<file path="src/rcc_pkg.sv">
`default_nettype none
// ----------------------------------------------------------------------------
// rcc_pkg
// Shared types, codes and constants of the RGB convolution with clamped edge.
// ----------------------------------------------------------------------------
package rcc_pkg;

    localparam int DEF_MAX_KERNEL = 7;
    localparam int DEF_MAX_WIDTH  = 1024;
    localparam int DEF_COEFF_FRAC = 10;

    localparam int MAX_HEIGHT     = 4096;
    localparam int PIX_W          = 8;
    localparam int RGB_W          = 3 * PIX_W;
    localparam int COEFF_W        = 18;
    localparam int CIDX_W         = 6;
    localparam int OP_W           = 2;
    localparam int CFG_W          = 13;
    localparam int CFG_IDX_W      = 2;
    localparam int WREG_W         = 11;
    localparam int HREG_W         = 13;
    localparam int KREG_W         = 3;

    localparam int RST_WIDTH      = 640;
    localparam int RST_HEIGHT     = 480;
    localparam int RST_KSIZE      = 3;

    localparam int FIFO_DEPTH     = 16;

    localparam logic [OP_W-1:0] OP_PIXEL = 2'd0;
    localparam logic [OP_W-1:0] OP_DRAIN = 2'd1;
    localparam logic [OP_W-1:0] OP_LOAD  = 2'd2;

    localparam logic [CFG_IDX_W-1:0] CFG_WIDTH  = 2'd0;
    localparam logic [CFG_IDX_W-1:0] CFG_HEIGHT = 2'd1;
    localparam logic [CFG_IDX_W-1:0] CFG_KSIZE  = 2'd2;

    localparam logic [PIX_W-1:0] PIX_MAX = 8'd255;

    typedef struct packed {
        logic valid;
        logic bcast;
        logic fin;
        logic last;
    } t_col_ctl;

    typedef struct packed {
        logic [PIX_W-1:0] red;
        logic [PIX_W-1:0] green;
        logic [PIX_W-1:0] blue;
        logic             last;
    } t_result;

endpackage
`default_nettype wire

</file>
<file path="src/rcc_out_fifo.sv">
`default_nettype none
// ----------------------------------------------------------------------------
// rcc_out_fifo
// Result queue between the arithmetic pipeline and the output channel.
// ----------------------------------------------------------------------------
module rcc_out_fifo #(
    parameter int DEPTH = rcc_pkg::FIFO_DEPTH
) (
    input  wire logic              i_clk,
    input  wire logic              i_rst_n,
    input  wire logic              i_push,
    input  wire rcc_pkg::t_result  i_data,
    input  wire logic              i_pop,
    output logic                   o_valid,
    output rcc_pkg::t_result       o_data
);

    localparam int AW = $clog2(DEPTH);

    rcc_pkg::t_result r_mem [DEPTH];
    logic [AW-1:0]    r_wp, r_rp;
    logic [AW:0]      r_cnt;

    always_ff @(posedge i_clk) begin
        if (!i_rst_n) begin
            r_wp  <= '0;
            r_rp  <= '0;
            r_cnt <= '0;
        end else begin
            if (i_push) begin
                r_wp <= r_wp + 1'b1;
            end
            if (i_pop) begin
                r_rp <= r_rp + 1'b1;
            end
            r_cnt <= r_cnt + (AW+1)'(i_push) - (AW+1)'(i_pop);
        end
        if (i_push) begin
            r_mem[r_wp] <= i_data;
        end
    end

    assign o_valid = (r_cnt != '0);
    assign o_data  = r_mem[r_rp];

endmodule
`default_nettype wire
</file>
<file path="config.mk">
export PLATFORM = sky130hd
export DESIGN_NAME = rcc_out_fifo
export DESIGN_NICKNAME = d
export VERILOG_FILES = /design/src/rcc_pkg.sv /design/src/rcc_out_fifo.sv
export SDC_FILE = /design/constraint.sdc
export NUM_CORES = 1
export LEC_CHECK = 0
export ABC_AREA = 1
export BUFFER_PORTS_ARGS = -buffer_cell sky130_fd_sc_hd__buf_2
export CORE_ASPECT_RATIO = 1.1
export CORE_MARGIN = 4
export CORE_UTILIZATION = 50
export DETAILED_ROUTE_END_ITERATION = 12
export GPL_TIMING_DRIVEN = 0
export PLACE_DENSITY = 0.66
export SLEW_MARGIN = 20
export SYNTH_ARGS = -nofsm -noshare
export SYNTH_HDL_FRONTEND = slang
export SYNTH_SLANG_ARGS = --single-unit
</file>
<file path="constraint.sdc">
create_clock -name i_clk -period 5.1 [get_ports i_clk]
set_input_delay 0.255 -clock i_clk [delete_from_list [all_inputs] [get_ports i_clk]]
set_output_delay 0.255 -clock i_clk [all_outputs]
set_load 0.01 [all_outputs]
</file>
==> results of run 1 <==
how the worst max path moves through the flow:
stage / endpoint / slack [ns] / startpoint
final: o_data[1] / 2.50 / flip-flop
after global routing: o_data[5] / 2.39 / flip-flop
after CTS: o_data[1] / 2.53 / flip-flop
after detailed placement: o_data[1] / 3.11 / flip-flop
after global placement: r_mem[8][16]$_DFFE_PP_ / 1.47 / r_wp[0]$_SDFFE_PN0P_
after floorplan: r_mem[15][0]$_DFFE_PP_ / 2.94 / r_wp[0]$_SDFFE_PN0P_
state kept, by name, summed over array words and instances (netlist names), named ones only:
| name | count |
|---|---|
| r_cnt | 5 |
| r_mem | 400 |
| r_rp | 4 |
| r_wp | 4 |
synth_stat cells, types with 2 or more instances:
cell type,number,share of area
nand2_1,543,0.11
edfxtp_1,400,0.66
inv_1,318,0.066
nand3_1,302,0.083
buf_6,41,0.025
nor2_1,30,0.0062
buf_2,25,0.0069
dfxtp_1,17,0.019
ha_1,11,0.0076
a21oi_1,8,0.0022
buf_4,7,0.0029
clkbuf_1,5,0.0010
clkbuf_8,3,0.0023
o21ai_0,3,0.00083
xor2_1,3,0.0014
buf_1,2,0.00041
inv_2,2,0.00041
nand4_1,2,0.00069
cell families (layout without fill, tap and decap cells):
logic type      Yosys count  count (layout)  share of synthesized area
simple gates            878             878                      0.202
flops                   417             417                      0.679
xor+xnor                  3               3                    0.00144
compound gates           12              12                    0.00344
fa+ha+maj                12              12                    0.00867
buf+inv                 403             545                      0.105
worst min-delay path: stages:
cell     delay (ns)
buf_2          0.09
ha_1           0.12
nand2_1        0.04
inv_1          0.04
metrics by stage:
stage          instances  cell area (sq um)  utilization
6_report            2354              20900        0.579
5_1_grt             2354              20900        0.579
4_1_cts             2354              20900        0.579
3_5_place_dp        2281              19600        0.543
3_3_place_gp        2265              19100        0.528
2_1_floorplan       1725              18200            -
power breakdown:
part | internal (uW) | leakage [uW] | switching [uW]
clock | 1650 | 0.000631 | 1290
combinational | 248 | 0.00455 | 494
sequential | 3800 | 0.00375 | 20.2
total | 5700 | 0.00893 | 1810
cell type report:
class                   instances  area [sq um]  share of cell area
multi-input cells             905          4050               0.194
plain buffers                  83           707              0.0338
inverters                     320          1200              0.0575
clock inverters                22           138             0.00659
flip-flops and latches        417         12400               0.591
repair buffers                 70           701              0.0335
clock buffers                  50          1140              0.0548
well taps                     487           609              0.0292
routing by layer:
| layer | up-vias | wire [microns] | part of all wire |
|---|---|---|---|
| met5 | - | 0 | 0 |
| met4 | 0 | 1980 | 0.041 |
| met3 | 121 | 3460 | 0.072 |
| met2 | 543 | 23500 | 0.49 |
| met1 | 6004 | 19100 | 0.40 |
| li1 | 5797 | - | - |
what timing repair did:
| action | in CTS | in global routing |
|---|---|---|
| setup endpoints to repair | 0 | 0 |
| hold buffers | 1 | 0 |
| hold endpoints to repair | 1 | 0 |
==> flow_summary.toml, run 1 <==
[die]
initial_core_utilization = 0.504
ioPinCount = 55
design.die.area_sq_um = 39500
fp.dieH_microns = 208
num_rows = 73
placeableCoreArea_sq_um = 36100
horiz_die_dim_microns = 190

[final_layout]
nNetsFinal = 1881
leading_cell_type_in_the_layout_fill_and_taps_excluded = "nand2_1"
fillerInstances = 2942
insertedDiodeCount = 0
layout-area-overhead-vs-synth_pct = 14.9
mostFrequentLayoutCells = "543 x nand2_1, 400 x edfxtp_1, 318 x inv_1"
layout_cells_sized_above_1 = 0.119

[placed_design]
io_buffer_count = 53
dp.final_hpwl_mm = 31.3
dpl_worst_slack_ns = 3.11
routabilityCongestion = 0.835

[grt]
use_met1 = 0.315
grt_pass1_vias = 12295
first_pass_grt_wire_length_mm = 72.0
globalRoute.totalOverflow = 0
largest_net_degree_at_the_start_of_global_routing = 18
met3_usage = 0.0371
antenna_found_initial = 0
gr-max-usage-layer = "met2"
grt_util_met2 = 0.406
globalRouteTotalUtil = 0.241

[detailed_routing]
detail_route.iter0.violations = 1183
first_pass_iters = 5
dr_total_vias = 12465
ant_nets = 0
routed_wire_length_per_instance_microns = 20.4
drt_wl_total_mm = 48.0
drt_drc_violations_left = 0
detail_route.vias_per_cell = 5.30

[power_and_ir_drop]
vdd.ir_drop.worst_v = 0.000286
totalPowerFinal_uw = 7510
power-per-cell-area_nw_per_um2 = 359
power_leakage_uw = 0.00893

[sta]
worstMarginPinSlew_ns = 0.785
summed_negative_setup_slack_over_all_endpoints_ns = 0
worst_slew_margin_rel = 0.477
setup_repair_after_global_routing_missed_its_margin = "no"
final_hold_viol_count = 0
final-setup-viol-count = 0
finalMaxSlewViolations = 0
fmax_mhz = 385
worst_hold_slack_ns = 0.0309
post-route-period-util = 0.509
clock_skew_ns = 0.00816
setup_slack_ns = 2.50
fin_crit_ns = 2.60

[synthesis]
syn_area_sq_um = 18200
synthesis.instances = 1725
ys_warn_count = 0
seq_area_frac_synth = 0.679
post_synth_edffs = 400
netlist-cell-type-count = 21
syn-num-nets = 1766
synth_ff_type = "edfxtp_1"
postSynthAreaPerCell_sq_um = 10.5
synth_seq_cells = 417
synth-async-reset-ratio = 0

[worst_setup_path]
required_time_at_the_endpoint_of_the_critical_path_ns = 4.85
crit-reg2reg-launch = "r_wp[0]$_SDFFE_PN0P_"
worst-path-buf-inv = 4
cell_class_contributing_the_biggest_share_of_worst_path_delay = "buffers and inverters"
critical_path.reg2reg.endpoint = "r_mem[7][20]$_DFFE_PP_"
timing.critical_path.to_type = "output port"
critPathArrivalTime_ns = 2.34
slowest_delay_ns = 0.59
sequence_of_cells_on_the_critical_path = "buf_2 -> inv_1 -> clkbuf_1 -> nand3_1 -> nand3_1 -> nand2_1 -> buf_2"
timing.critical_path.slowest_stage_cell = "clkbuf_1"
crit_path_max_fanout = 10
ff2ff_setup_slack_ns = 3.10
worst-path-stages = 7
reg2regPathDepth = 4
start_kind = "flip-flop"
critical_path_class = "reg -> out"

[clocking]
ctsLongestPathBuffers = 3
cts.sinks = 417
htree_levels = 2
clk_root_buffer_cell = "clkbuf_16"
cts_tree = "yes"
cts_buffers = 43
postCtsResizedCells = 0
cts.reportedPaths.clkPinSlew_ns = 0.06
clkLatencyLatePin_ns = 0.55
post-cts-setup-buffers = 0

[run_status]
status = "completed"

[run]
maxCapViolations = 0

[min_path]
hold_path_startpoint = "i_push"
hold_path_end = "r_cnt[0]$_SDFF_PN0_"
hold_path_depth = 4
min_path_type = "in -> reg"
(Power assumes the default switching activity.)
==> run 2, diff against run 1 <==
==> constraint.sdc (replaced) <==
create_clock -name i_clk -period 2.4 [get_ports i_clk]
set_input_delay 0.12 -clock i_clk [delete_from_list [all_inputs] [get_ports i_clk]]
set_output_delay 0.12 -clock i_clk [all_outputs]
set_load 0.01 [all_outputs]
==> run 2 against run 1 <==
First-iteration DRC count rose by 0.17%. Sequential share of layout area down 0.81 points. Clock power increased by 110%. Sequential cell count unchanged. Final area rose by 1.4%. Core utilization rose by 0.81 points. Count of clock-buffer cells in the layout unchanged. Non-clock buffer count up 27. Combinational power is 120% higher. Worst setup slack got worse by 2.4 ns. Register-to-register slack lost 2.7 ns. Final cell count increased by 1.1%. Largest cell class unchanged. Highest routed layer unchanged.
==> flow_summary.toml, run 2 (same netlist as run 1, synthesis figures left out) <==
[final_layout]
largest_register_ffs = 400
mostFrequentLayoutCells = "543 x nand2_1, 400 x edfxtp_1, 318 x inv_1"
layout-area-overhead-vs-synth_pct = 16.5
insertedDiodeCount = 0
utilization = 0.587
max_flop_register = "r_mem"
biggestRegsByFlops = "r_mem x400, r_cnt x5"
nNetsFinal = 1908
final_cell_area_sq_um = 21200
leading_cell_type_in_the_layout_fill_and_taps_excluded = "nand2_1"
layout_cells_sized_above_1 = 0.119

[grt]
largest_net_degree_at_the_start_of_global_routing = 18
globalRouteTotalUtil = 0.242
globalRoute.totalOverflow = 0
first_pass_grt_wire_length_mm = 72.4
antenna_found_initial = 0
grt_pass1_vias = 12397

[run]
maxCapViolations = 0

[sta]
finalMaxSlewViolations = 0
worstMarginPinSlew_ns = 0.586
final_hold_viol_count = 0
worst_slew_margin_rel = 0.609
final-setup-viol-count = 0
post-route-period-util = 0.961
fmax_mhz = 434
clock_skew_ns = 0.00655
fin_crit_ns = 2.31
setup_repair_after_global_routing_missed_its_margin = "no"

[detailed_routing]
dr_total_vias = 12506
ant_nets = 0
routed_wire_length_per_instance_microns = 20.2
drt_wl_total_mm = 48.1
detail_route.iter0.violations = 1185
first_pass_iters = 7
drt_drc_violations_left = 0
detail_route.vias_per_cell = 5.25

[power_and_ir_drop]
vdd.ir_drop.worst_v = 0.000608
power-per-cell-area_nw_per_um2 = 754
power_leakage_uw = 0.00905

[clocking]
cts.reportedPaths.clkPinSlew_ns = 0.06
clkLatencyLatePin_ns = 0.55
htree_levels = 2
cts_tree = "yes"
ctsLongestPathBuffers = 3
cts.sinks = 417
cts_buffers = 43
clk_root_buffer_cell = "clkbuf_16"

[worst_setup_path]
reg2regPathDepth = 4
sequence_of_cells_on_the_critical_path = "buf_2 -> buf_1 -> nand2_1 -> nand3_1 -> nand3_1 -> nand2_1 -> buf_2"
critical_path_class = "reg -> out"
critPathArrivalTime_ns = 2.19
slowest_delay_ns = 0.44
crit_path_max_fanout = 10
timing.critical_path.slowest_stage_cell = "buf_1"
required_time_at_the_endpoint_of_the_critical_path_ns = 2.28
worst-path-buf-inv = 3
critical_path.reg2reg.endpoint = "r_mem[7][20]$_DFFE_PP_"
timing.critical_path.to_type = "output port"
ff2ff_setup_slack_ns = 0.41
cell_class_contributing_the_biggest_share_of_worst_path_delay = "buffers and inverters"
crit-reg2reg-launch = "r_wp[0]$_SDFFE_PN0P_"
start_kind = "flip-flop"

[placed_design]
io_buffer_count = 53
dp.final_hpwl_mm = 31.3
placedInstanceArea_sq_um = 19600
routabilityCongestion = 0.835

[die]
num_rows = 73
design.die.area_sq_um = 39500
initial_core_utilization = 0.504
fp.dieH_microns = 208
placeableCoreArea_sq_um = 36100
horiz_die_dim_microns = 190
ioPinCount = 55

[min_path]
min_path_type = "in -> reg"
hold_path_end = "r_rp[0]$_SDFFE_PN0P_"
hold_path_startpoint = "i_pop"
hold_path_depth = 3

[run_status]
status = "completed"
## run 2: area by class of cell
class                   instances  area, sq um
fillers                      2927        14900
flip-flops and latches        417        12400
multi-input cells             905         4050
inverters                     320         1200
clock buffers                  50         1140
repair buffers                 98          981
plain buffers                  82          718
well taps                     487          609
clock inverters                22          138
## run 2: worst max-delay path by stage
stage	startpoint	endpoint	depth (start not counted)
CTS	flip-flop	o_data[9]	7
global placement	r_wp[0]$_SDFFE_PN0P_	r_mem[8][16]$_DFFE_PP_	4
global route	flip-flop	o_data[2]	7
finish	flip-flop	o_data[10]	7
floorplan	r_wp[0]$_SDFFE_PN0P_	r_mem[15][0]$_DFFE_PP_	3
detailed placement	r_wp[0]$_SDFFE_PN0P_	r_mem[15][20]$_DFFE_PP_	4
## run 2: per-layer routing
layer,up-vias,share of wire,global-route usage
met2,548,0.49,0.409
met4,0,0.043,0.0981
met1,5982,0.40,0.316
li1,5848,-,-
met5,-,0,0
met3,128,0.073,0.0369
## run 2: per-stage QoR
stage | setup WS, ns | power (uW) | hold slack, ns | TNS, ns | std cells
2_1_floorplan | 0.244 | 9220 | 0.216 | 0 | 1725
3_3_place_gp | -1.23 | 9770 | 0.416 | -356.20 | 2265
3_5_place_dp | 0.407 | 9850 | 0.431 | 0 | 2281
4_1_cts | 0.0484 | 16000 | 0.398 | 0 | 2381
5_1_grt | 0.00135 | 16500 | 0.465 | 0 | 2381
6_report | 0.0934 | 16000 | 0.421 | 0 | 2381
## run 2: worst reg2reg max path, stage by stage, from the launching register on
cell and delay, ns:
dfxtp_1 0.43, ha_1 0.19, nand2_1 0.27, nor2_4 0.58, buf_16 0.23
## run 2: where the power goes
| part | total, uW | internal [uW] | switching (uW) | leakage, uW |
|---|---|---|---|---|
| clock | 6250 | 3500 | 2740 | 0.000631 |
| sequential | 8130 | 8080 | 42.3 | 0.00375 |
| combinational | 1620 | 562 | 1060 | 0.00467 |
| total | 16000 | 12100 | 3840 | 0.00905 |
## run 2: repair_timing
item,4_1_cts,5_1_grt
buffers inserted,0,0
gates resized for setup,1,9
hold buffers,29,0
endpoints found under the setup margin,4,8
pin swaps,0,0
hold endpoints to repair,387,0
